$ cat src/scs_pkg.sv
// ============================================================================
// scs_pkg: shared types and constants for the servo command slew controller
// Holds the field widths, the character and channel codes, the configuration
// layout, and the structs passed between the controller's submodules.
// ============================================================================
package scs_pkg;

  // Line assembly limits and servo pulse width.
  localparam int LINE_LIMIT = 32;
  localparam int PULSE_BITS = 12;
  localparam int IDX_W      = $clog2(LINE_LIMIT);
  localparam int KEEP_CHARS = 4;
  localparam int CHAR_W     = 8;

  // Configuration port layout.
  localparam int OFFSET_W   = 12;
  localparam int SCALE_W    = 10;
  localparam int CFG_DATA_W = (PULSE_BITS > OFFSET_W) ? PULSE_BITS : OFFSET_W;
  localparam int CFG_IDX_W  = 3;
  localparam int NUM_JOINTS = 3;
  localparam int JOINT_W    = 2;
  localparam int CHAN_W     = 4;

  localparam logic [CFG_IDX_W-1:0] CFG_CLAW_OPEN      = 3'd0;
  localparam logic [CFG_IDX_W-1:0] CFG_CLAW_CLOSED    = 3'd1;
  localparam logic [CFG_IDX_W-1:0] CFG_WRIST_OFFSET   = 3'd2;
  localparam logic [CFG_IDX_W-1:0] CFG_WRIST_SCALE    = 3'd3;
  localparam logic [CFG_IDX_W-1:0] CFG_ELBOW_OFFSET   = 3'd4;
  localparam logic [CFG_IDX_W-1:0] CFG_ELBOW_SCALE    = 3'd5;
  localparam logic [CFG_IDX_W-1:0] CFG_SHOULDER_OFFSET = 3'd6;
  localparam logic [CFG_IDX_W-1:0] CFG_SHOULDER_SCALE = 3'd7;

  // Input item kinds.
  localparam logic MODE_BYTE = 1'b0;
  localparam logic MODE_TICK = 1'b1;

  // Command characters.
  localparam logic [CHAR_W-1:0] CHAR_NL       = 8'h0A;
  localparam logic [CHAR_W-1:0] CHAR_OPEN     = 8'h6F;
  localparam logic [CHAR_W-1:0] CHAR_CLOSE    = 8'h63;
  localparam logic [CHAR_W-1:0] CHAR_WRIST    = 8'h77;
  localparam logic [CHAR_W-1:0] CHAR_ELBOW    = 8'h65;
  localparam logic [CHAR_W-1:0] CHAR_SHOULDER = 8'h73;
  localparam logic [CHAR_W-1:0] CHAR_ZERO     = 8'h30;
  localparam logic [CHAR_W-1:0] CHAR_NINE     = 8'h39;

  // Joint codes; JOINT_NONE marks a line that is not a joint command.
  localparam logic [JOINT_W-1:0] JOINT_WRIST    = 2'd0;
  localparam logic [JOINT_W-1:0] JOINT_ELBOW    = 2'd1;
  localparam logic [JOINT_W-1:0] JOINT_SHOULDER = 2'd2;
  localparam logic [JOINT_W-1:0] JOINT_NONE     = 2'd3;

  // Servo channels.
  localparam logic [CHAN_W-1:0] CH_CLAW     = 4'd12;
  localparam logic [CHAN_W-1:0] CH_WRIST    = 4'd13;
  localparam logic [CHAN_W-1:0] CH_ELBOW    = 4'd14;
  localparam logic [CHAN_W-1:0] CH_SHOULDER = 4'd15;

  localparam logic [PULSE_BITS-1:0] PULSE_MAX = {PULSE_BITS{1'b1}};

  // Target arithmetic widths. Digits are accumulated from the low nibble of
  // each character, so the degree value stays below 1666 for any byte.
  localparam int ACC_W  = 8;
  localparam int DEG_W  = 11;
  localparam int VAL_W  = 15;
  localparam int PROD_W = VAL_W + SCALE_W;

  // Exact floor division by 1000 for any PROD_W-bit value: drop three bits,
  // then multiply by ceil(2^29 / 125) and keep the bits above 29.
  localparam int DIV_PRE_SHIFT = 3;
  localparam int DIVQ_IN_W     = PROD_W - DIV_PRE_SHIFT;
  localparam int RECIP_W       = 23;
  localparam int RECIP_SHIFT   = 29;
  localparam int QUOT_W        = DIVQ_IN_W + RECIP_W - RECIP_SHIFT;
  localparam logic [RECIP_W-1:0] RECIP_MUL = 23'd4294968;

  // Position reset values.
  localparam logic [PULSE_BITS-1:0] CLAW_RESET = PULSE_BITS'(160);
  localparam logic [NUM_JOINTS-1:0][PULSE_BITS-1:0] JOINT_RESET =
      {PULSE_BITS'(120), PULSE_BITS'(340), PULSE_BITS'(570)};

  // Result codes.
  typedef enum logic [1:0] {
    EV_NONE      = 2'd0,
    EV_WRITE     = 2'd1,
    EV_MALFORMED = 2'd2,
    EV_BUSY      = 2'd3
  } event_t;

  typedef struct packed {
    logic [PULSE_BITS-1:0]                claw_open;
    logic [PULSE_BITS-1:0]                claw_closed;
    logic [NUM_JOINTS-1:0][OFFSET_W-1:0]  offset;
    logic [NUM_JOINTS-1:0][SCALE_W-1:0]   scale;
  } cfg_t;

  localparam cfg_t CFG_RESET = '{
    claw_open:   PULSE_BITS'(120),
    claw_closed: PULSE_BITS'(160),
    offset:      {OFFSET_W'(678), OFFSET_W'(430), OFFSET_W'(750)},
    scale:       {SCALE_W'(177), SCALE_W'(250), SCALE_W'(177)}
  };

  typedef struct packed {
    logic              mode;
    logic [CHAR_W-1:0] rx_byte;
  } item_t;

  typedef struct packed {
    logic [IDX_W-1:0]                  len;
    logic [KEEP_CHARS-1:0][CHAR_W-1:0] chars;
    logic [PROD_W-1:0]                 product;
  } line_info_t;

  typedef struct packed {
    event_t                ev;
    logic [CHAN_W-1:0]     channel;
    logic [PULSE_BITS-1:0] pulse;
    logic                  done;
  } res_t;

  // Maps a command character to the joint it moves.
  function automatic logic [JOINT_W-1:0] cmd_joint(input logic [CHAR_W-1:0] c);
    logic [JOINT_W-1:0] j;
    case (c)
      CHAR_WRIST:    j = JOINT_WRIST;
      CHAR_ELBOW:    j = JOINT_ELBOW;
      CHAR_SHOULDER: j = JOINT_SHOULDER;
      default:       j = JOINT_NONE;
    endcase
    return j;
  endfunction

  function automatic logic is_digit(input logic [CHAR_W-1:0] c);
    return (c >= CHAR_ZERO) && (c <= CHAR_NINE);
  endfunction

endpackage

$ cat src/scs_cfg_regs.sv
// ============================================================================
// scs_cfg_regs: configuration register file
// Eight write-only registers holding the claw pulses and the per-joint
// offset and scale used for target conversion.
// ============================================================================
module scs_cfg_regs
  import scs_pkg::*;
(
  input  logic                  clk,
  input  logic                  rst_n,
  input  logic                  cfg_we,
  input  logic [CFG_IDX_W-1:0]  cfg_index,
  input  logic [CFG_DATA_W-1:0] cfg_data,
  output cfg_t                  cfg
);

  cfg_t cfg_r;

  // Register writes; narrower registers keep the low bits of the data.
  always_ff @(posedge clk) begin
    if (!rst_n) begin
      cfg_r <= CFG_RESET;
    end else if (cfg_we) begin
      case (cfg_index)
        CFG_CLAW_OPEN:       cfg_r.claw_open <= cfg_data[PULSE_BITS-1:0];
        CFG_CLAW_CLOSED:     cfg_r.claw_closed <= cfg_data[PULSE_BITS-1:0];
        CFG_WRIST_OFFSET:    cfg_r.offset[JOINT_WRIST] <= cfg_data[OFFSET_W-1:0];
        CFG_WRIST_SCALE:     cfg_r.scale[JOINT_WRIST] <= cfg_data[SCALE_W-1:0];
        CFG_ELBOW_OFFSET:    cfg_r.offset[JOINT_ELBOW] <= cfg_data[OFFSET_W-1:0];
        CFG_ELBOW_SCALE:     cfg_r.scale[JOINT_ELBOW] <= cfg_data[SCALE_W-1:0];
        CFG_SHOULDER_OFFSET: cfg_r.offset[JOINT_SHOULDER] <= cfg_data[OFFSET_W-1:0];
        CFG_SHOULDER_SCALE:  cfg_r.scale[JOINT_SHOULDER] <= cfg_data[SCALE_W-1:0];
        default: begin
        end
      endcase
    end
  end

  assign cfg = cfg_r;

endmodule

$ cat src/scs_line_asm.sv
// ============================================================================
// scs_line_asm: command line assembler
// Collects the first characters of a line, tracks the saturating line
// index, and keeps the scaled product (deg*10 + offset) * scale ready so
// that the newline only has to divide it.
// ============================================================================
module scs_line_asm
  import scs_pkg::*;
(
  input  logic       clk,
  input  logic       rst_n,
  input  logic       fire,
  input  item_t      item,
  input  cfg_t       cfg,
  output line_info_t info
);

  logic [IDX_W-1:0]                  idx_r;
  logic [IDX_W-1:0]                  idx_nxt;
  logic [KEEP_CHARS-1:0][CHAR_W-1:0] chars_r;
  logic [ACC_W-1:0]                  acc_r;
  logic [DEG_W-1:0]                  deg_r;
  logic [PROD_W-1:0]                 product_r;

  logic              is_char;
  logic              is_nl;
  logic [3:0]        digit;
  logic [ACC_W-1:0]  acc_next;
  logic [DEG_W-1:0]  deg_new;
  logic [DEG_W-1:0]  deg_src;
  logic              last_digit;
  logic [JOINT_W-1:0] joint;
  logic [OFFSET_W-1:0] offset_sel;
  logic [SCALE_W-1:0]  scale_sel;
  logic [VAL_W-1:0]    val;

  assign is_char = fire && (item.mode == MODE_BYTE) && (item.rx_byte != CHAR_NL);
  assign is_nl   = fire && (item.mode == MODE_BYTE) && (item.rx_byte == CHAR_NL);
  assign digit   = item.rx_byte[3:0];

  // Line index: cleared by newline, saturates one below the line limit.
  always_comb begin
    idx_nxt = idx_r;
    if (is_nl) begin
      idx_nxt = '0;
    end else if (is_char && (idx_r < IDX_W'(LINE_LIMIT - 1))) begin
      idx_nxt = idx_r + 1'b1;
    end
  end

  always_ff @(posedge clk) begin
    if (!rst_n) begin
      idx_r <= '0;
    end else begin
      idx_r <= idx_nxt;
    end
  end

  // Decimal accumulation of the argument digits, times ten by shift-add.
  assign acc_next   = ACC_W'({acc_r, 3'b000}) + ACC_W'({acc_r, 1'b0}) + ACC_W'(digit);
  assign deg_new    = DEG_W'({acc_r, 3'b000}) + DEG_W'({acc_r, 1'b0}) + DEG_W'(digit);
  assign last_digit = is_char && (idx_r == IDX_W'(KEEP_CHARS - 1));
  assign deg_src    = last_digit ? deg_new : deg_r;

  // Kept characters and digit accumulator.
  always_ff @(posedge clk) begin
    for (int i = 0; i < KEEP_CHARS; i++) begin
      if (is_char && (idx_r == IDX_W'(i))) begin
        chars_r[i] <= item.rx_byte;
      end
    end
    if (is_char && (idx_r == IDX_W'(1))) begin
      acc_r <= ACC_W'(digit);
    end else if (is_char && (idx_r == IDX_W'(2))) begin
      acc_r <= acc_next;
    end
    if (last_digit) begin
      deg_r <= deg_new;
    end
  end

  // Offset and scale of the joint named by the first character.
  assign joint = cmd_joint(chars_r[0]);

  always_comb begin
    case (joint)
      JOINT_ELBOW: begin
        offset_sel = cfg.offset[JOINT_ELBOW];
        scale_sel  = cfg.scale[JOINT_ELBOW];
      end
      JOINT_SHOULDER: begin
        offset_sel = cfg.offset[JOINT_SHOULDER];
        scale_sel  = cfg.scale[JOINT_SHOULDER];
      end
      default: begin
        offset_sel = cfg.offset[JOINT_WRIST];
        scale_sel  = cfg.scale[JOINT_WRIST];
      end
    endcase
  end

  // Scaled product, refreshed every cycle so it follows configuration writes.
  assign val = VAL_W'({deg_src, 3'b000}) + VAL_W'({deg_src, 1'b0}) + VAL_W'(offset_sel);

  always_ff @(posedge clk) begin
    product_r <= PROD_W'(val) * PROD_W'(scale_sel);
  end

  assign info.len     = idx_r;
  assign info.chars   = chars_r;
  assign info.product = product_r;

endmodule

$ cat src/scs_cmd_exec.sv
// ============================================================================
// scs_cmd_exec: command decode and slew engine
// Finishes a line into a claw write, a new joint slew, or a malformed or
// busy report, and steps the active joint one count per slew tick.
// ============================================================================
module scs_cmd_exec
  import scs_pkg::*;
(
  input  logic       clk,
  input  logic       rst_n,
  input  logic       fire,
  input  item_t      item,
  input  cfg_t       cfg,
  input  line_info_t info,
  output res_t       res
);

  logic [PULSE_BITS-1:0]                 claw_r;
  logic [PULSE_BITS-1:0]                 claw_nxt;
  logic [NUM_JOINTS-1:0][PULSE_BITS-1:0] pos_r;
  logic [NUM_JOINTS-1:0][PULSE_BITS-1:0] pos_nxt;
  logic [PULSE_BITS-1:0]                 target_r;
  logic [PULSE_BITS-1:0]                 target_nxt;
  logic [JOINT_W-1:0]                    joint_r;
  logic [JOINT_W-1:0]                    joint_nxt;
  logic                                  moving_r;
  logic                                  moving_nxt;

  logic                            is_nl;
  logic                            is_tick;
  logic [CHAR_W-1:0]               cmd_c;
  logic [JOINT_W-1:0]              cmd_j;
  logic                            is_claw_cmd;
  logic [PULSE_BITS-1:0]           claw_want;
  logic                            args_ok;
  logic [JOINT_W-1:0]              rd_sel;
  logic [PULSE_BITS-1:0]           pos_rd;
  logic [PULSE_BITS-1:0]           pos_step;
  logic [DIVQ_IN_W-1:0]            div_in;
  logic [DIVQ_IN_W+RECIP_W-1:0]    div_prod;
  logic [QUOT_W-1:0]               quot;
  logic [PULSE_BITS-1:0]           new_target;

  assign is_nl   = fire && (item.mode == MODE_BYTE) && (item.rx_byte == CHAR_NL);
  assign is_tick = fire && (item.mode == MODE_TICK);

  // Line decode.
  assign cmd_c       = info.chars[0];
  assign cmd_j       = cmd_joint(cmd_c);
  assign is_claw_cmd = (cmd_c == CHAR_OPEN) || (cmd_c == CHAR_CLOSE);
  assign claw_want   = (cmd_c == CHAR_OPEN) ? cfg.claw_open : cfg.claw_closed;
  assign args_ok     = (info.len >= IDX_W'(KEEP_CHARS)) && is_digit(info.chars[1]) &&
                       is_digit(info.chars[2]) && is_digit(info.chars[3]);

  // Floor division of the scaled product by 1000, then 12-bit saturation.
  assign div_in     = info.product[PROD_W-1:DIV_PRE_SHIFT];
  assign div_prod   = (DIVQ_IN_W+RECIP_W)'(div_in) * (DIVQ_IN_W+RECIP_W)'(RECIP_MUL);
  assign quot       = div_prod[RECIP_SHIFT +: QUOT_W];
  assign new_target = (quot > QUOT_W'(PULSE_MAX)) ? PULSE_MAX : quot[PULSE_BITS-1:0];

  // One joint position is read per item: the active joint on a tick, the
  // commanded joint on a newline.
  assign rd_sel = is_tick ? joint_r : cmd_j;

  always_comb begin
    pos_rd = pos_r[JOINT_WRIST];
    for (int i = 0; i < NUM_JOINTS; i++) begin
      if (rd_sel == JOINT_W'(i)) begin
        pos_rd = pos_r[i];
      end
    end
  end

  // One count toward the target.
  always_comb begin
    if (pos_rd < target_r) begin
      pos_step = pos_rd + 1'b1;
    end else if (pos_rd > target_r) begin
      pos_step = pos_rd - 1'b1;
    end else begin
      pos_step = pos_rd;
    end
  end

  // Next state and the result of this transaction.
  always_comb begin
    claw_nxt   = claw_r;
    pos_nxt    = pos_r;
    target_nxt = target_r;
    joint_nxt  = joint_r;
    moving_nxt = moving_r;
    res        = '0;
    res.ev     = EV_NONE;
    if (is_nl && (info.len != '0)) begin
      if (is_claw_cmd) begin
        if (moving_r) begin
          res.ev = EV_BUSY;
        end else if (claw_r != claw_want) begin
          claw_nxt    = claw_want;
          res.ev      = EV_WRITE;
          res.channel = CH_CLAW;
          res.pulse   = claw_want;
          res.done    = 1'b1;
        end
      end else if (cmd_j != JOINT_NONE) begin
        if (moving_r) begin
          res.ev = EV_BUSY;
        end else if (!args_ok) begin
          res.ev = EV_MALFORMED;
        end else if (new_target != pos_rd) begin
          target_nxt = new_target;
          joint_nxt  = cmd_j;
          moving_nxt = 1'b1;
        end
      end
    end else if (is_tick && moving_r) begin
      if (joint_r == JOINT_NONE) begin
        moving_nxt = 1'b0;
      end else begin
        for (int i = 0; i < NUM_JOINTS; i++) begin
          if (joint_r == JOINT_W'(i)) begin
            pos_nxt[i] = pos_step;
          end
        end
        if (pos_step == target_r) begin
          moving_nxt = 1'b0;
        end
        res.ev      = EV_WRITE;
        res.channel = CH_WRIST + CHAN_W'(joint_r);
        res.pulse   = pos_step;
        res.done    = (pos_step == target_r);
      end
    end
  end

  always_ff @(posedge clk) begin
    if (!rst_n) begin
      claw_r   <= CLAW_RESET;
      pos_r    <= JOINT_RESET;
      target_r <= '0;
      joint_r  <= JOINT_WRIST;
      moving_r <= 1'b0;
    end else begin
      claw_r   <= claw_nxt;
      pos_r    <= pos_nxt;
      target_r <= target_nxt;
      joint_r  <= joint_nxt;
      moving_r <= moving_nxt;
    end
  end

endmodule

$ cat src/servo_command_slew_controller_top.sv
// ============================================================================
// servo_command_slew_controller_top: serial command to servo slew controller
// Registers each byte or slew tick, decodes it in one pass, and presents one
// result transaction per input transaction from a result register.
// ============================================================================
//
//  Channel  Ports                                         Direction
//  -------  --------------------------------------------  ---------
//  in       in_valid, in_stall, in_mode, in_rx_byte       receive
//  out      out_valid, out_stall, out_event_res,          send
//           out_channel, out_pulse, out_move_done
//  cfg      cfg_we, cfg_index, cfg_data                   receive
//
//  One transaction per clock is sustained while out_stall and cfg_we are low; the
//  limit is the single pass from the input register through the divide-by-1000
//  multiplier to the result register, from which each result is presented.
//  Reset (rst_n low at a clock edge) clears the valid flags and the line
//  index, and returns positions, slew state and configuration to defaults.
//  in_stall is high while out_stall holds back a full pipeline or cfg_we is high.
//
module servo_command_slew_controller_top
  import scs_pkg::*;
(
  input  logic                  clk,
  input  logic                  rst_n,
  input  logic                  cfg_we,
  input  logic [CFG_IDX_W-1:0]  cfg_index,
  input  logic [CFG_DATA_W-1:0] cfg_data,
  input  logic                  in_valid,
  output logic                  in_stall,
  input  logic                  in_mode,
  input  logic [CHAR_W-1:0]     in_rx_byte,
  output logic                  out_valid,
  input  logic                  out_stall,
  output logic [1:0]            out_event_res,
  output logic [CHAN_W-1:0]     out_channel,
  output logic [PULSE_BITS-1:0] out_pulse,
  output logic                  out_move_done
);

  logic       s1_valid_r;
  logic       s1_valid_nxt;
  item_t      s1_item_r;
  logic       out_valid_r;
  logic       out_valid_nxt;
  res_t       out_res_r;

  logic       advance;
  logic       fire;
  logic       in_fire;
  cfg_t       cfg;
  line_info_t info;
  res_t       res;

  // Pipeline handshake: stage one moves on when the result register frees.
  assign advance  = !out_valid_r || !out_stall;
  assign fire     = s1_valid_r && advance;
  assign in_stall = cfg_we || (s1_valid_r && !advance);
  assign in_fire  = in_valid && !in_stall;

  always_comb begin
    s1_valid_nxt = s1_valid_r;
    if (in_fire) begin
      s1_valid_nxt = 1'b1;
    end else if (fire) begin
      s1_valid_nxt = 1'b0;
    end
  end

  always_comb begin
    out_valid_nxt = out_valid_r;
    if (fire) begin
      out_valid_nxt = 1'b1;
    end else if (!out_stall) begin
      out_valid_nxt = 1'b0;
    end
  end

  always_ff @(posedge clk) begin
    if (!rst_n) begin
      s1_valid_r  <= 1'b0;
      out_valid_r <= 1'b0;
    end else begin
      s1_valid_r  <= s1_valid_nxt;
      out_valid_r <= out_valid_nxt;
    end
  end

  // Input and result payload registers.
  always_ff @(posedge clk) begin
    if (in_fire) begin
      s1_item_r.mode    <= in_mode;
      s1_item_r.rx_byte <= in_rx_byte;
    end
    if (fire) begin
      out_res_r <= res;
    end
  end

  scs_cfg_regs u_cfg_regs (
    .clk       (clk),
    .rst_n     (rst_n),
    .cfg_we    (cfg_we),
    .cfg_index (cfg_index),
    .cfg_data  (cfg_data),
    .cfg       (cfg)
  );

  scs_line_asm u_line_asm (
    .clk   (clk),
    .rst_n (rst_n),
    .fire  (fire),
    .item  (s1_item_r),
    .cfg   (cfg),
    .info  (info)
  );

  scs_cmd_exec u_cmd_exec (
    .clk   (clk),
    .rst_n (rst_n),
    .fire  (fire),
    .item  (s1_item_r),
    .cfg   (cfg),
    .info  (info),
    .res   (res)
  );

  assign out_valid     = out_valid_r;
  assign out_event_res = out_res_r.ev;
  assign out_channel   = out_res_r.channel;
  assign out_pulse     = out_res_r.pulse;
  assign out_move_done = out_res_r.done;

`ifndef ASSERT_OFF
  // Only a servo write carries a channel, a pulse or a done flag.
  a_quiet_fields: assert property (@(posedge clk) disable iff (!rst_n)
    out_valid && (out_event_res != EV_WRITE) |->
      (out_channel == '0) && (out_pulse == '0) && !out_move_done)
    else $error("non-write result carries payload");

  // A claw write always lands on its target.
  a_claw_done: assert property (@(posedge clk) disable iff (!rst_n)
    out_valid && (out_event_res == EV_WRITE) && (out_channel == CH_CLAW) |->
      out_move_done)
    else $error("claw write without done");

  // Writes only go to the four arm channels.
  a_write_channel: assert property (@(posedge clk) disable iff (!rst_n)
    out_valid && (out_event_res == EV_WRITE) |->
      (out_channel == CH_CLAW) || (out_channel == CH_WRIST) ||
      (out_channel == CH_ELBOW) || (out_channel == CH_SHOULDER))
    else $error("write to an unexpected channel");

  // A processed transaction shows up in the result register next cycle.
  a_fire_result: assert property (@(posedge clk) disable iff (!rst_n)
    fire |=> out_valid)
    else $error("processed transaction produced no result");

  // No input transaction is taken during a configuration write.
  a_cfg_stall: assert property (@(posedge clk) disable iff (!rst_n)
    cfg_we |-> in_stall)
    else $error("input taken during configuration write");
`endif

endmodule
$ cat config.mk
export PLATFORM = sky130hd
export DESIGN_NAME = servo_command_slew_controller_top
export DESIGN_NICKNAME = d
export VERILOG_FILES = /design/src/scs_pkg.sv /design/src/scs_cfg_regs.sv /design/src/scs_line_asm.sv /design/src/scs_cmd_exec.sv /design/src/servo_command_slew_controller_top.sv
export SDC_FILE = /design/constraint.sdc
export NUM_CORES = 1
export LEC_CHECK = 0
export BUFFER_PORTS_ARGS = -buffer_cell sky130_fd_sc_hd__buf_2
export CAP_MARGIN = 5
export CORE_ASPECT_RATIO = 1.5
export CORE_UTILIZATION = 50
export CTS_CLUSTER_SIZE = 8
export DETAILED_ROUTE_END_ITERATION = 8
export PLACE_DENSITY = 0.66
export SETUP_SLACK_MARGIN = 0.4
export SKIP_LAST_GASP = 1
export SLEW_MARGIN = 25
export SYNTH_ARGS = -nofsm -noshare
export SYNTH_HDL_FRONTEND = slang
export SYNTH_SLANG_ARGS = --single-unit
$ cat constraint.sdc
create_clock -name clk -period 18.25 [get_ports clk]
set_input_delay 2.7375 -clock clk [delete_from_list [all_inputs] [get_ports clk]]
set_output_delay 2.7375 -clock clk [all_outputs]
set_load 0.01 [all_outputs]
### Word level (Yosys, flattened, before mapping)

Cells that the tools add are included.

| operators by class | value |
|---|---|
| add/subtract/negate cells | 10 |
| equal/unequal tests | 31 |
| $lt $le $gt $ge | 11 |
| reductions and logical operators | 50 |
| multiply operators | 2 |
| multiplexer cells | 37 |
| bitwise logic cells | 6 |

Operators by type and width:

| kind | number |
|---|---|
| two-way mux 12 bit | 6 |
| multiplier 22 x 20 -> 42 bit, second input constant | 1 |
| == test 8 x 7 -> 1 bit, second input constant | 5 |
| two-way mux 19 bit | 2 |
| two-way mux 18 bit | 2 |
| two-way mux 17 bit | 2 |
| multiplier 15 x 10 -> 25 bit | 1 |
| >= comparator 8 x 6 -> 1 bit, second input constant | 3 |
| <= comparator 8 x 6 -> 1 bit, second input constant | 3 |
| != test 12 bit | 2 |
| one-hot mux 12 bit (2 select lines) | 1 |
| logical AND 1 bit | 20 |
| one-hot mux 10 bit (2 select lines) | 1 |
| AND reduction 4 bit | 5 |
| > comparator 16 x 12 -> 1 bit, second input constant | 1 |
| AND reduction 2 bit | 8 |
| adder 14 x 12 -> 15 bit | 1 |
| adder 15 x 12 -> 15 bit | 1 |
| two-way mux 1 bit | 13 |
| adder 12 x 1 -> 12 bit, second input constant | 1 |
| == test 12 bit | 1 |
| == test 3 bit, second input constant | 4 |
| > comparator 12 bit | 1 |
| < comparator 12 bit | 1 |
| other kinds (34) | 61 |

| word-level totals | value |
|---|---|
| flip-flop bits (word level) | 264 |
| word-level logic and storage cells | 179 |
| input bits | 29 |

### Logic depth before layout (Yosys ltp)

| logic depth | value |
|---|---|
| word-level depth | 16 |
| depth in mapped cells | 43 |
| depth with buffers taken out | 41 |

### Hierarchy

Synthesis repeated with hierarchy kept, for this count alone.

| unflattened totals | value |
|---|---|
| cell total of the unflattened synthesis | 2632 |
| area total of the unflattened synthesis | 24567.3 sq um |

Modules (own cells, without submodules):

| module | area each (sq um) | instances | cells each |
|---|---|---|---|
| scs_cmd_exec | 11083.1 | 1 | 1301 |
| scs_line_asm | 9052.4 | 1 | 964 |
| scs_cfg_regs | 3477.1 | 1 | 329 |
| servo_command_slew_controller_top | 954.7 | 1 | 38 |

### Least setup slack after synthesis

Ideal clock, no wire load.

| path | value |
|---|---|
| path type | input-to-reg |
| start point | input out_stall |
| end point | register u_line_asm.product_r[24] |
| setup time | 72 ps |
| data required time | 18178 ps |
| arrival time | 11013 ps |
| slack | 7165 ps |
| cell stages on the path | 37 |
| cell sequence | a21bo_2 nor2_1 and3_1 nand2_1 mux2_2 fa_1 ha_1 a21o_1 a21oi_1 o21bai_1 a21oi_1 o21bai_1 a21oi_1 o21bai_1 a21oi_1 o21bai_1 a21oi_1 xnor2_1 nand2_1 fa_1 inv_1 fa_1 fa_1 fa_1 inv_1 fa_1 inv_1 ha_1 a21o_1 a21o_1 nor4_1 a21bo_2 nand3_1 a31oi_1 a21o_1 a21oi_1 xnor2_1 |

| between the ends | value |
|---|---|
| word-level cells in the longest chain between the ends | 10 |

Ends and longest elaborated chain:

| what | line | RTL |
|---|---|---|
| from (decl) | servo_command_slew_controller_top.sv:34 | `input logic out_stall,` |
| zero test 1 bit | n/a |  |
| logical OR 1 bit | servo_command_slew_controller_top.sv:56 | `assign advance = !out_valid_r \|\| !out_stall;` |
| logical AND 1 bit | servo_command_slew_controller_top.sv:57 | `assign fire = s1_valid_r && advance;` |
| logical AND 1 bit (2 in a row) | scs_line_asm.sv:37 | `assign is_char = fire && (item.mode == MODE_BYTE) && (item.rx_byte != CHAR_NL);` |
| logical AND 1 bit | scs_line_asm.sv:62 | `assign last_digit = is_char && (idx_r == IDX_W'(KEEP_CHARS - 1));` |
| two-way mux 11 bit | scs_line_asm.sv:63 | `assign deg_src = last_digit ? deg_new : deg_r;` |
| named net u_line_asm.deg_src[0] | scs_line_asm.sv:30 | `logic [DEG_W-1:0] deg_src;` |
| adder 14 x 12 -> 15 bit | scs_line_asm.sv:103 | `assign val = VAL_W'({deg_src, 3'b000}) + VAL_W'({deg_src, 1'b0}) + VAL_W'(offset_sel);` |
| adder 15 x 12 -> 15 bit | scs_line_asm.sv:103 |  |
| multiplier 15 x 10 -> 25 bit | scs_line_asm.sv:106 | `product_r <= PROD_W'(val) * PROD_W'(scale_sel);` |
| to (signal assigned) | scs_line_asm.sv:106 |  |
| to (decl) | scs_line_asm.sv:23 | `logic [PROD_W-1:0] product_r;` |

The timed path passes the listed nets, and every way through them passes these cells.
A chain may end at the register's enable or synchronous reset.

### Worst setup path in the final report

Ends and elaborated chain as after synthesis.

==> metrics.md <==
| Metric | Value |
|---|---|
| Post_cts resized | 0 |
| Synth top cells by count | inv_1 (411), nand2_1 (318), ha_1 (290) |
| Yosys top cell area share | roughly 18% |
| RSZ-0062 raised after global routing | false |
| Sequential area share after synthesis | 24.9% |
| Antenna Violating Nets Remaining | 0 |
| Status | completed |
| Slew @ Worst Pin | 0.957 ns |
| Area of the multi-input gates | 15400 µm² |
| Slew HR | a little over a third |
| Fillers | between 4000 and 5000 |
| Top cells by area, synth | fa_1 (18%), dfxtp_1 (17%), ha_1 (16%) |
| Hold Crit Depth | 2 |
| First-pass GRT wire length | approximately 94000 µm |
| H-tree levels | 2 |
| Min cycle time layout | 11.61 ns |
| Slack of the worst reg-to-reg path | 7.79 ns |
| YS warnings | 0 |
| Synth unique cells | 93 |
| Area grow syn2layout | 8.07% |
| Initial Util | 50.6% |
| Fmax | 86.1 MHz |
| Slowest-stage cell, CP | fa_1 |
| Pins Over Slew Limit | 0 |
| Tcrit/Tclk final | 63.6% |
| Die area | 47100 µm² |
| Reg area | 5750 µm² |
| Reg-to-reg endpoint | u_line_asm.product_r[24] |
| WP data arrival | about 12 ns |
| Layout cells sized above 1 | 5.97% |
| Hold Path Sink | u_cfg_regs.cfg[79] |
| Vias in the first global route | between 15000 and 20000 |
| CTS tree | yes |
| Setup TNS | 0 ns |
| Via-per-instance ratio | 5.60 |
| Startpoint Class | input pin |
| Max Cap Viol | 0 |
| Min-Delay Path Class | reg -> reg |
| Reg2reg start | u_line_asm.info[28] |
| CTS clk-pin slew, worst paths | approximately 0.050 ns |
| R2R cell count | 38 |
| Die H | 265 µm |
| Critical Path Sink Type | flip-flop |
| Via count | 18026 |
| Total GRT Usage | 25.3% |
| Wire per inst | around 18 µm |
| DRT Wirelength | about 58000 µm |
| Post-synth top flop | dfxtp_1 |
| Final setup viols | 0 |
| Initial antenna violation count | 0 |
| Setup Skew | roughly 0.020 ns |
| CP max stage delay | roughly 0.55 ns |
| Die X | 178 µm |
| Core area | 45600 µm² |
| Number of flops mapped to enable cells by yosys | 60 |
| HP Start | u_cfg_regs.cfg[79] |
| Mapped cell area | 23100 µm² |
| Antenna cells | 0 |
| Clock sink count | 257 |
| Yosys reg bits | 257 |
| Num CTS Buffers | 38 |
| Top cell type by total area after synthesis | fa_1 |
| DR iter-0 viols | 783 |
| Cells after Synth | 2589 |
| I/O pin total | 50 |
| Bufs on Longest Clock Path | 3 |
| Root buffer cell | clkbuf_16 |
| Pin count of the biggest net entering global routing | 73 |
| Max FO, Critical Path | 10 |
| Clk_lat worst skew | 0.54 ns |
| GPL Wtd Cong | 0.924 |
| Nets | 3140 |
| WP data required | 18.71 ns |
| Row Count | 96 |
| Most frequent cell after synthesis | inv_1 |
| Mean Syn Cell Area | 8.93 µm² |
| CTS Hold Bufs | 0 |
| Congestion Overflow GR | 0 |
| Buffers on Ports | 49 |
| Net count after synthesis | approximately 3100 |
| Post-CTS setup repair buffer count | 0 |
| Critical path class | in -> reg |
| Async SR Flop Fraction | 0% |
| Final Hold Vio Count | 0 |
| HPWL after DPL | 46400 µm |
| # DRC | 0 |
| First drt pass iteration count | 5 |
[state kept, by name (all words and copies together) (netlist names), 9 cells and up]
register and count:
u_cmd_exec.pos_r 36, s1_item_r 9, out_pulse 12, u_cmd_exec.claw_r 12, u_line_asm.deg_r 11, u_line_asm.product_r 22, u_cfg_regs.cfg 90, u_cmd_exec.target_r 12
u_line_asm.info 29
[worst max-delay path by stage]
stage	end	slack (ns)	cells after the start	startpoint
floorplan	u_line_asm.product_r[24]	7.17	37	out_stall
global placement	u_line_asm.product_r[24]	6.41	37	out_stall
detailed placement	u_line_asm.product_r[24]	6.13	37	out_stall
CTS	u_line_asm.product_r[24]	6.67	38	out_stall
global route	u_line_asm.product_r[23]	5.94	40	out_stall
finish	u_line_asm.product_r[24]	6.64	38	out_stall
[layout by cell type (no fill, tap or decap), types with 22 or more instances in the layout]
cell type	instances
o21ai_0	42
ha_1	290
nand2b_1	27
dfxtp_1	197
mux2i_1	25
nand2_1	317
a21oi_1	150
nor2_1	206
a22oi_1	22
inv_1	410
o211ai_1	24
buf_2	49
fa_1	211
edfxtp_1	60
nand3_1	66
xnor2_1	78
nor3_1	24
nor2b_1	23
clkbuf_16	39
[through the flow]
step / hold slack [ns] / util (%) / area (µm²) / worst slack, ns / cells
floorplan: 0.436 / - / 23100 / 7.17 / 2589
global placement: 0.441 / 52.3 / 23900 / 6.41 / 3157
detailed placement: 0.447 / 52.3 / 23900 / 6.13 / 3157
CTS: 0.454 / 54.7 / 25000 / 6.67 / 3219
global route: 0.469 / 54.7 / 25000 / 5.94 / 3220
finish: 0.452 / 54.7 / 25000 / 6.64 / 3220
[cell families (layout without fill, tap and decap cells)]
| kind of cell | after synthesis | in the layout | share of synthesized area [%] |
|---|---|---|---|
| multiplexers | 31 | 31 | 1.38 |
| adder cells (fa/ha/maj) | 501 | 501 | 34.0 |
| flip-flops | 257 | 257 | 24.9 |
| AND/OR/NAND/NOR | 766 | 766 | 14.9 |
| AO/OA/AOI/OAI | 436 | 436 | 12.7 |
| XOR/XNOR | 95 | 95 | 3.84 |
| buffers and inverters | 503 | 546 | 8.33 |
[critical path, delay by kind of cell]
| family | cells | cell delay [ns] |
|---|---|---|
| adders and majority gates | 8 | 3.62 |
| AOI/OAI and AO/OA | 17 | 3.39 |
| and+or+nand+nor | 6 | 1.17 |
| muxes | 1 | 0.43 |
| xor gates and xnor gates | 2 | 0.41 |
| buffers and inverters | 4 | 0.27 |
[area by class of cell]
type,instances,share of cell area (%)
tap,588,2.95
clock inverter,3,0.150
sequential,257,23.0
multi-input combinational,1829,61.8
inverter,415,6.24
timing repair buffer,69,1.58
clock buffer,59,4.25
[layer usage]
metal  up-vias  GRT usage [%]  routed length, µm
met5         -              0                  0
met4         0           15.9               4070
met3       179           2.44               2190
met2       502           46.3              30200
met1      8698           27.5              21200
li1       8647              -                  -
Power is left out: the tool's default activity adds up to more than one toggle a clock period on the data nets, which glitch-free logic cannot reach.
